### config.mk
export PLATFORM = sky130hd
export DESIGN_NAME = bitmap_run_allocator
export DESIGN_NICKNAME = d
export VERILOG_FILES = /design/src/rtl/bra_pkg.sv /design/src/rtl/bra_map_mem.sv /design/src/rtl/bra_run_scan.sv /design/src/rtl/bitmap_run_allocator.sv
export VERILOG_INCLUDE_DIRS = /design/src /design/src/rtl
export SDC_FILE = /design/constraint.sdc
export NUM_CORES = 2
export LEC_CHECK = 0
export BUFFER_PORTS_ARGS = -buffer_cell sky130_fd_sc_hd__buf_4
export CELL_PAD_IN_SITES_DETAIL_PLACEMENT = 1
export CELL_PAD_IN_SITES_GLOBAL_PLACEMENT = 1
export CORE_MARGIN = 2
export CORE_UTILIZATION = 56
export CTS_CLUSTER_DIAMETER = 150
export DETAILED_ROUTE_END_ITERATION = 6
export MAX_ROUTING_LAYER = met4
export PLACE_DENSITY_LB_ADDON = 0.08
export SKIP_CTS_REPAIR_TIMING = 1
export SLEW_MARGIN = 30
export SYNTH_ARGS = -nofsm -noshare
export SYNTH_HDL_FRONTEND = slang
export SYNTH_SLANG_ARGS = --single-unit
### constraint.sdc
create_clock -name clk -period 23.1 [get_ports clk]
set_input_delay 4.62 -clock clk [delete_from_list [all_inputs] [get_ports clk]]
set_output_delay 4.62 -clock clk [all_outputs]
set_load 0.05 [all_outputs]
### src/rtl/bitmap_run_allocator_macros.svh
// Assertion macros shared by the bitmap run allocator RTL.
// Depends on a clk and an active-low rst_n in the including module.
`ifndef BITMAP_RUN_ALLOCATOR_MACROS_SVH
`define BITMAP_RUN_ALLOCATOR_MACROS_SVH

// Same-cycle implication, disabled during reset.
`define BRA_ASSERT_NOW(label, ante, cons, msg) \
    label: assert property (@(posedge clk) disable iff (!rst_n) (ante) |-> (cons)) \
        else $error(msg);

// Next-cycle implication, disabled during reset.
`define BRA_ASSERT_NEXT(label, ante, cons, msg) \
    label: assert property (@(posedge clk) disable iff (!rst_n) (ante) |=> (cons)) \
        else $error(msg);

`endif

### src/rtl/bra_pkg.sv
// Shared types and constants for the bitmap run allocator.
// No dependencies; used by bra_run_scan and bitmap_run_allocator.
package bra_pkg;

    localparam int MAX_BYTES_DEF = 128;
    localparam int IDX_W         = 10;  // bit_index and run_start
    localparam int LEN_W         = 11;  // run_length
    localparam int POS_W         = 11;  // bit position within the active map
    localparam int BYTE_W        = 8;   // active_bytes and byte counters

    localparam logic [BYTE_W-1:0] ACTIVE_BYTES_RESET = 8'd128;

    typedef enum logic [1:0] {
        REQ_CLEAR = 2'd0,
        REQ_TEST  = 2'd1,
        REQ_WRITE = 2'd2,
        REQ_SCAN  = 2'd3
    } req_t;

    typedef struct packed {
        logic             init;   // restart the run search
        logic             step;   // one map byte is on the data input
        logic [LEN_W-1:0] len;    // requested run length
        logic [POS_W-1:0] base;   // bit position of bit 0 of the byte
    } scan_ctl_t;

    typedef struct packed {
        logic             found;
        logic [POS_W-1:0] start;
    } scan_stat_t;

endpackage

### src/rtl/bra_map_mem.sv
// Usage bitmap storage: one write port, one read port, registered read data.
// Depends on nothing but its parameters.
module bra_map_mem #(
    parameter int MAX_BYTES = 128,
    parameter int AW        = 7
) (
    input  logic          clk,
    input  logic          we,
    input  logic [AW-1:0] waddr,
    input  logic [7:0]    wdata,
    input  logic          re,
    input  logic [AW-1:0] raddr,
    output logic [7:0]    rdata
);

    logic [7:0] mem [MAX_BYTES];

    always_ff @(posedge clk)
    begin
        if (we)
        begin
            mem[waddr] <= wdata;
        end
    end

    always_ff @(posedge clk)
    begin
        if (re)
        begin
            rdata <= mem[raddr];
        end
    end

endmodule

### src/rtl/bra_run_scan.sv
// Run tracker for the first-fit scan: takes one map byte per step and
// keeps the current free-run length and the first start found. Uses bra_pkg.
module bra_run_scan (
    input  logic                 clk,
    input  logic                 rst_n,
    input  bra_pkg::scan_ctl_t   ctl,
    input  logic [7:0]           byte_data,
    output bra_pkg::scan_stat_t  stat
);

    logic [bra_pkg::LEN_W-1:0] run_reg,   run_next;
    logic                      found_reg, found_next;
    logic [bra_pkg::POS_W-1:0] start_reg, start_next;

    always_comb
    begin
        run_next   = run_reg;
        found_next = found_reg;
        start_next = start_reg;
        if (ctl.init)
        begin
            run_next   = '0;
            found_next = 1'b0;
            start_next = '0;
        end
        else if (ctl.step && !found_reg)
        begin
            // walk the eight bits from the lowest up, stop at the first hit
            for (int j = 0; j < 8; j++)
            begin
                if (!found_next)
                begin
                    if (byte_data[j])
                    begin
                        run_next = '0;
                    end
                    else
                    begin
                        run_next = run_next + 1'b1;
                        if (run_next == ctl.len)
                        begin
                            found_next = 1'b1;
                            start_next = ctl.base + bra_pkg::POS_W'(j) + 1'b1
                                         - bra_pkg::POS_W'(ctl.len);
                        end
                    end
                end
            end
        end
    end

    always_ff @(posedge clk or negedge rst_n)
    begin
        if (!rst_n)
        begin
            run_reg   <= '0;
            found_reg <= 1'b0;
            start_reg <= '0;
        end
        else
        begin
            run_reg   <= run_next;
            found_reg <= found_next;
            start_reg <= start_next;
        end
    end

    assign stat.found = found_reg;
    assign stat.start = start_reg;

endmodule

### src/rtl/bitmap_run_allocator.sv
// Bitmap run allocator over bra_map_mem and bra_run_scan (uses bra_pkg); live = active bytes
// capped at MAX_BYTES. In-range test/write reads the map byte, then tests or writes the bit;
// clear zeroes live bytes; scan reads one map byte per cycle through the read port; out-of-range
// test/write, rejected scan lengths and clear of an empty map go straight to the result. A new
// request waits until the last one is done; a result held in the output register stalls it.
// Reset: map swept to zero with s_tready low; active_bytes is 128.
`include "bitmap_run_allocator_macros.svh"

module bitmap_run_allocator #(
    parameter int MAX_BYTES = bra_pkg::MAX_BYTES_DEF
) (
    input  logic        clk,
    input  logic        rst_n,
    input  logic        cfg_we,
    input  logic [7:0]  cfg_wdata,   // active_bytes
    input  logic        s_tvalid,
    output logic        s_tready,
    input  logic [23:0] s_tdata,     // [9:0] bit_index, [10] bit_value, [21:11] run_length
    input  logic [1:0]  s_tuser,     // [1:0] req_type
    output logic        m_tvalid,
    input  logic        m_tready,
    output logic [15:0] m_tdata,     // [9:0] run_start, [10] bit_was_set
    output logic        m_tuser      // [0] status
);

    localparam int AW = (MAX_BYTES > 1) ? $clog2(MAX_BYTES) : 1;
    localparam logic [bra_pkg::BYTE_W-1:0] LiveCap =
        (MAX_BYTES > 255) ? 8'd255 : 8'(MAX_BYTES);
    localparam logic [AW-1:0] LastAddr = AW'(MAX_BYTES - 1);

    typedef enum logic [2:0] {
        ST_INIT,
        ST_IDLE,
        ST_CLEAR,
        ST_READ,
        ST_BIT,
        ST_SCAN,
        ST_DONE
    } state_t;

    state_t                          state_reg,  state_next;
    logic [bra_pkg::BYTE_W-1:0]      active_reg, active_next;
    bra_pkg::req_t                   req_reg,    req_next;
    logic [bra_pkg::IDX_W-1:0]       idx_reg,    idx_next;
    logic                            val_reg,    val_next;
    logic [bra_pkg::LEN_W-1:0]       len_reg,    len_next;
    logic [AW-1:0]                   init_reg,   init_next;
    logic [bra_pkg::BYTE_W-1:0]      cnt_reg,    cnt_next;   // clear and read issue
    logic [bra_pkg::BYTE_W-1:0]      proc_reg,   proc_next;
    logic                            pend_reg,   pend_next;
    logic                            rs_reg,     rs_next;    // result status
    logic [bra_pkg::IDX_W-1:0]       rstart_reg, rstart_next;
    logic                            rwas_reg,   rwas_next;
    logic                            mv_reg,     mv_next;
    logic                            ms_reg,     ms_next;
    logic [bra_pkg::IDX_W-1:0]       mstart_reg, mstart_next;
    logic                            mwas_reg,   mwas_next;

    logic [bra_pkg::BYTE_W-1:0] live;
    logic [bra_pkg::POS_W-1:0]  nbits;
    logic                       s_xfer;
    logic                       mem_we, mem_re;
    logic [AW-1:0]              mem_waddr, mem_raddr;
    logic [7:0]                 mem_wdata, mem_rdata;
    logic [7:0]                 bit_mask;
    bra_pkg::scan_ctl_t         scan_ctl;
    bra_pkg::scan_stat_t        scan_stat;

    assign live     = (active_reg > LiveCap) ? LiveCap : active_reg;
    assign nbits    = {live, 3'b000};
    assign s_tready = (state_reg == ST_IDLE);
    assign s_xfer   = s_tvalid && s_tready;
    assign bit_mask = 8'b1 << idx_reg[2:0];

    assign scan_ctl.init = s_xfer;
    assign scan_ctl.step = (state_reg == ST_SCAN) && pend_reg;
    assign scan_ctl.len  = len_reg;
    assign scan_ctl.base = {proc_reg, 3'b000};

    bra_map_mem #(
        .MAX_BYTES (MAX_BYTES),
        .AW        (AW)
    ) u_mem (
        .clk   (clk),
        .we    (mem_we),
        .waddr (mem_waddr),
        .wdata (mem_wdata),
        .re    (mem_re),
        .raddr (mem_raddr),
        .rdata (mem_rdata)
    );

    bra_run_scan u_scan (
        .clk       (clk),
        .rst_n     (rst_n),
        .ctl       (scan_ctl),
        .byte_data (mem_rdata),
        .stat      (scan_stat)
    );

    always_comb
    begin
        state_next  = state_reg;
        active_next = cfg_we ? cfg_wdata : active_reg;
        req_next    = req_reg;
        idx_next    = idx_reg;
        val_next    = val_reg;
        len_next    = len_reg;
        init_next   = init_reg;
        cnt_next    = cnt_reg;
        proc_next   = proc_reg;
        pend_next   = pend_reg;
        rs_next     = rs_reg;
        rstart_next = rstart_reg;
        rwas_next   = rwas_reg;
        mv_next     = mv_reg;
        ms_next     = ms_reg;
        mstart_next = mstart_reg;
        mwas_next   = mwas_reg;
        mem_we      = 1'b0;
        mem_waddr   = AW'(cnt_reg);
        mem_wdata   = 8'h00;
        mem_re      = 1'b0;
        mem_raddr   = AW'(idx_reg[bra_pkg::IDX_W-1:3]);

        // drop the output once the downstream side takes it
        if (mv_reg && m_tready)
        begin
            mv_next = 1'b0;
        end

        case (state_reg)
            ST_INIT:
            begin
                mem_we    = 1'b1;
                mem_waddr = init_reg;
                init_next = init_reg + 1'b1;
                if (init_reg == LastAddr)
                begin
                    state_next = ST_IDLE;
                end
            end
            ST_IDLE:
            begin
                if (s_xfer)
                begin
                    req_next    = bra_pkg::req_t'(s_tuser);
                    idx_next    = s_tdata[9:0];
                    val_next    = s_tdata[10];
                    len_next    = s_tdata[21:11];
                    rs_next     = 1'b0;
                    rstart_next = '0;
                    rwas_next   = 1'b0;
                    cnt_next    = '0;
                    proc_next   = '0;
                    pend_next   = 1'b0;
                    case (bra_pkg::req_t'(s_tuser))
                        bra_pkg::REQ_CLEAR:
                            state_next = (live == '0) ? ST_DONE : ST_CLEAR;
                        bra_pkg::REQ_TEST, bra_pkg::REQ_WRITE:
                            state_next = ({1'b0, s_tdata[9:0]} < nbits) ? ST_READ : ST_DONE;
                        bra_pkg::REQ_SCAN:
                        begin
                            if (s_tdata[21:11] == '0 || s_tdata[21:11] > nbits)
                            begin
                                rs_next    = 1'b1;
                                state_next = ST_DONE;
                            end
                            else
                            begin
                                state_next = ST_SCAN;
                            end
                        end
                        default:
                            state_next = ST_DONE;
                    endcase
                end
            end
            ST_CLEAR:
            begin
                mem_we   = 1'b1;
                cnt_next = cnt_reg + 1'b1;
                if (cnt_reg == live - 1'b1)
                begin
                    state_next = ST_DONE;
                end
            end
            ST_READ:
            begin
                mem_re     = 1'b1;
                state_next = ST_BIT;
            end
            ST_BIT:
            begin
                // the write lands before any later request can issue a read
                if (req_reg == bra_pkg::REQ_WRITE)
                begin
                    mem_we    = 1'b1;
                    mem_waddr = AW'(idx_reg[bra_pkg::IDX_W-1:3]);
                    mem_wdata = val_reg ? (mem_rdata | bit_mask) : (mem_rdata & ~bit_mask);
                end
                else
                begin
                    rwas_next = mem_rdata[idx_reg[2:0]];
                end
                state_next = ST_DONE;
            end
            ST_SCAN:
            begin
                mem_raddr = AW'(cnt_reg);
                if (cnt_reg != live)
                begin
                    mem_re    = 1'b1;
                    cnt_next  = cnt_reg + 1'b1;
                    pend_next = 1'b1;
                end
                else
                begin
                    pend_next = 1'b0;
                end
                if (pend_reg)
                begin
                    proc_next = proc_reg + 1'b1;
                end
                if (scan_stat.found)
                begin
                    rs_next     = 1'b0;
                    rstart_next = scan_stat.start[bra_pkg::IDX_W-1:0];
                    state_next  = ST_DONE;
                end
                else if (!pend_reg && proc_reg == live)
                begin
                    rs_next    = 1'b1;
                    state_next = ST_DONE;
                end
            end
            ST_DONE:
            begin
                if (!mv_reg || m_tready)
                begin
                    mv_next     = 1'b1;
                    ms_next     = rs_reg;
                    mstart_next = rstart_reg;
                    mwas_next   = rwas_reg;
                    state_next  = ST_IDLE;
                end
            end
            default:
                state_next = ST_IDLE;
        endcase
    end

    always_ff @(posedge clk or negedge rst_n)
    begin
        if (!rst_n)
        begin
            state_reg  <= ST_INIT;
            active_reg <= bra_pkg::ACTIVE_BYTES_RESET;
            req_reg    <= bra_pkg::REQ_CLEAR;
            idx_reg    <= '0;
            val_reg    <= 1'b0;
            len_reg    <= '0;
            init_reg   <= '0;
            cnt_reg    <= '0;
            proc_reg   <= '0;
            pend_reg   <= 1'b0;
            rs_reg     <= 1'b0;
            rstart_reg <= '0;
            rwas_reg   <= 1'b0;
            mv_reg     <= 1'b0;
            ms_reg     <= 1'b0;
            mstart_reg <= '0;
            mwas_reg   <= 1'b0;
        end
        else
        begin
            state_reg  <= state_next;
            active_reg <= active_next;
            req_reg    <= req_next;
            idx_reg    <= idx_next;
            val_reg    <= val_next;
            len_reg    <= len_next;
            init_reg   <= init_next;
            cnt_reg    <= cnt_next;
            proc_reg   <= proc_next;
            pend_reg   <= pend_next;
            rs_reg     <= rs_next;
            rstart_reg <= rstart_next;
            rwas_reg   <= rwas_next;
            mv_reg     <= mv_next;
            ms_reg     <= ms_next;
            mstart_reg <= mstart_next;
            mwas_reg   <= mwas_next;
        end
    end

    assign m_tvalid = mv_reg;
    assign m_tuser  = ms_reg;
    assign m_tdata  = {5'b00000, mwas_reg, mstart_reg};

    `BRA_ASSERT_NOW(a_no_write_in_scan, state_reg == ST_SCAN, !mem_we, "map written during scan")
    `BRA_ASSERT_NOW(a_notfound_clean, m_tvalid && m_tuser, m_tdata[10:0] == 11'd0, "not-found result carries data")
    `BRA_ASSERT_NOW(a_init_blocks_input, state_reg == ST_INIT, !s_tready, "input taken during map sweep")
    `BRA_ASSERT_NEXT(a_one_at_a_time, s_tvalid && s_tready, !s_tready, "second request taken while one is in work")

endmodule
==> run metrics <==
Worst EP required=23.66 ns; CTS max path bufs=3; worst slew pin tran=1.051 ns; Pint=roughly 4.6 mW; Inst Count DP=6193; Post-DRT Antenna Nets=0; status=finished with violations; Clock Sinks=around 1100; die area=104200 um2; via count=42670; Comb pwr share=0.450; Synth top cells by count=edfxtp_1, nand2_1, a211oi_1, nor2_1, clkbuf_1; async set or reset register ratio after synthesis=0.09315; final WL=176500 um; synthesized flop and latch total=about 1100; RSZ-0062 raised after global routing=false; min cycle time layout=14.12 ns; Clock Power Share=0.235; Largest register FFs=slightly above 1000; drt via density=6.662; mapped cell area=between 50000 and 60000 um2; PortBufs=50; Critical Path Sink Type=flip-flop; vias in the first global route=between 40000 and 50000; TritonCTS clock tree=done; Pins Over Slew Limit=0; Setup Skew=0.04947 ns; Main synth FF type=edfxtp_1; Mean Syn Cell Area=11.22 um2; # DRC=2; Total GRT Usage=0.3478; Power, Total=8.063 mW; Crit path largest cell delay=0.72 ns; Core Area=100400 um2; Final Setup Violations=0; Relative slew margins=0.2971; WS Path Type=flip-flop to flip-flop; number of synthesized flops with an enable pin=1032; FMAX=approximately 71 MHz; RD Place Congestion=0.9221; worst-skew pair later-pin latency=slightly above 0.7 ns; total number of H-tree levels=3; non-filler cells, final=between 6000 and 7000; CP delay by family, top=compound AO/OA/AOI/OAI gates; I/O Pins=58; Buf/Inv on CP=0; first-pass GRT wire length=268300 um; largest net degree at the start of global routing=187; worst-path fanout max=17; Wirelength per Cell=between 20 and 30 um; root buffer cell=clkbuf_16; max_cap viols=0; DP Area=58380 um2; Nets=around 5000; FP Rows=around 120; Syn Inst Count=5074; LEAKAGE=roughly 21 nW; Syn-to-layout area delta=9.414%; grt total ovfl=0; Seq pwr share=0.315; ranking of synthesized cells by area=edfxtp_1, a211oi_1, nand2_1; post-route cell area=62300 um2; CP startpoint kind=flip-flop; initial drt markers=3983; Netlist cell types=121; cell taking the most area after synthesis=edfxtp_1; final hold violations=0; Synth top area share=0.5443; die span in x=322.9 um; Period Utilization, post-route=0.6113; Arr. time, crit path=~15 ns; Slowest-stage cell, CP=a2111oi_4; most frequent cell after synthesis=edfxtp_1; Initial Util=0.5669; Psw=roughly 3.4 mW; cell mode on critical path=ha_1; Syn. warnings=0; layout cells sized above 1=0.09035; switch share=0.4278; Detail Placement HPWL=between 100000 and 150000 um; peak supply drop=0.1378 mV; failing checks=design-rule violations; clk slew on worst S/H paths=0.06 ns; drt pass-1 iters=7; CTS Buf Count=roughly 110; Hold Path Class=flip-flop to flip-flop; sequential area share after synthesis=0.5909; Core Util, Final=0.6203; initial antenna violation count=2; Die Y=322.9 um; pwr dens=~130 nW/um2; Setup Total Neg Slack=0 ns
## worst paths after layout
| path | startpoint | endpoint | slack [ns] | depth (start not counted) |
|---|---|---|---|---|
| worst max-delay path | u_mem.rdata[0] | u_scan.start_reg[0] | 8.98 | 41 |
| worst min-delay path | req_reg[0] | req_reg[0] | 0.48 | 2 |
| worst max register to register | u_mem.rdata[0] | u_scan.start_reg[0] | 8.98 | 41 |
| worst min register to register | req_reg[0] | req_reg[0] | 0.48 | 2 |
| max in group asynchronous | rst_n | init_reg[2] | 17.85 | 2 |
| min in group asynchronous | rst_n | mstart_reg[8] | 3.94 | 1 |
## cell usage in the layout (no fill, tap or decap), drive strengths merged, types with 18 or more instances in the layout
master  netlist  layout
o21ai       167     167
or3          25      25
a31oi       159     159
ha           51      51
nand2b       24      24
o21a         21      21
xnor2       108     108
mux2i        43      43
xor2         41      41
nand4        45      45
clkinv        7      57
a21o         23      23
a311oi      136     136
buf          67     129
nor2b        20      20
o31ai        18      18
a21oi       265     265
inv          54      54
or2          23      23
nor3         81      81
mux2         33      33
and2        280     280
clkbuf      301     136
o211ai       25      25
dfrtp       105     105
and3         34      34
nand3        77      77
nor2        339     339
edfxtp     1032    1032
a211oi      400     400
nor4         32      32
nand2       777     777
## through the flow
stage / hold slack [ns] / setup WS, ns
finish: 0.4783 / 8.979
global route: 0.5202 / 8.159
CTS: 0.4800 / 9.255
detailed placement: 0.4658 / 9.336
global placement: 0.4537 / 9.397
floorplan: 0.4413 / 11.00
## power groups by stage
stage	combinational, mW	sequential (mW)	clock [mW]
floorplan	2.45	2.51	0
global placement	3.38	2.57	0
CTS	3.56	2.53	1.91
finish	3.63	2.54	1.90
detailed placement	3.51	2.58	0
global route	3.89	2.55	1.98
## cells by family after synthesis
kind of cell	share of synthesized area
AND/OR/NAND/NOR	0.1504
XOR/XNOR	0.02635
flip-flops	0.5909
multiplexers	0.01582
AO/OA/AOI/OAI	0.1732
buffers and inverters	0.02999
other	0.00006586
adder cells (fa/ha/maj)	0.01332
## layout make-up
class | instances | area (um2)
Antenna cell | 1 | 2.502
Clock buffer | 136 | 3018
Clock inverter | 72 | 802.0
Fill cell | 10190 | 38140
Inverter | 61 | 229.0
Multi-Input combinational cell | 3511 | 21800
Sequential cell | 1138 | 33640
Tap cell | 1357 | 1698
Timing Repair Buffer | 129 | 1106
## worst reg2reg max path, delay by kind of cell, from the launching register on
| family | cells | cell delay, ns |
|---|---|---|
| compound gates | 20 | 6.29 |
| flops | 1 | 0.64 |
| fa+ha+maj | 3 | 1.19 |
| simple gates | 18 | 5.93 |
## routing by layer
| layer | wire length (um) | GRT usage |
|---|---|---|
| met4 | 7443 | 0.1353 |
| met1 | 71930 | 0.4544 |
| met2 | 86380 | 0.5606 |
| met5 | 0 | - |
| met3 | 10730 | 0.04020 |
No activity file was read; power rests on OpenSTA's default activity.
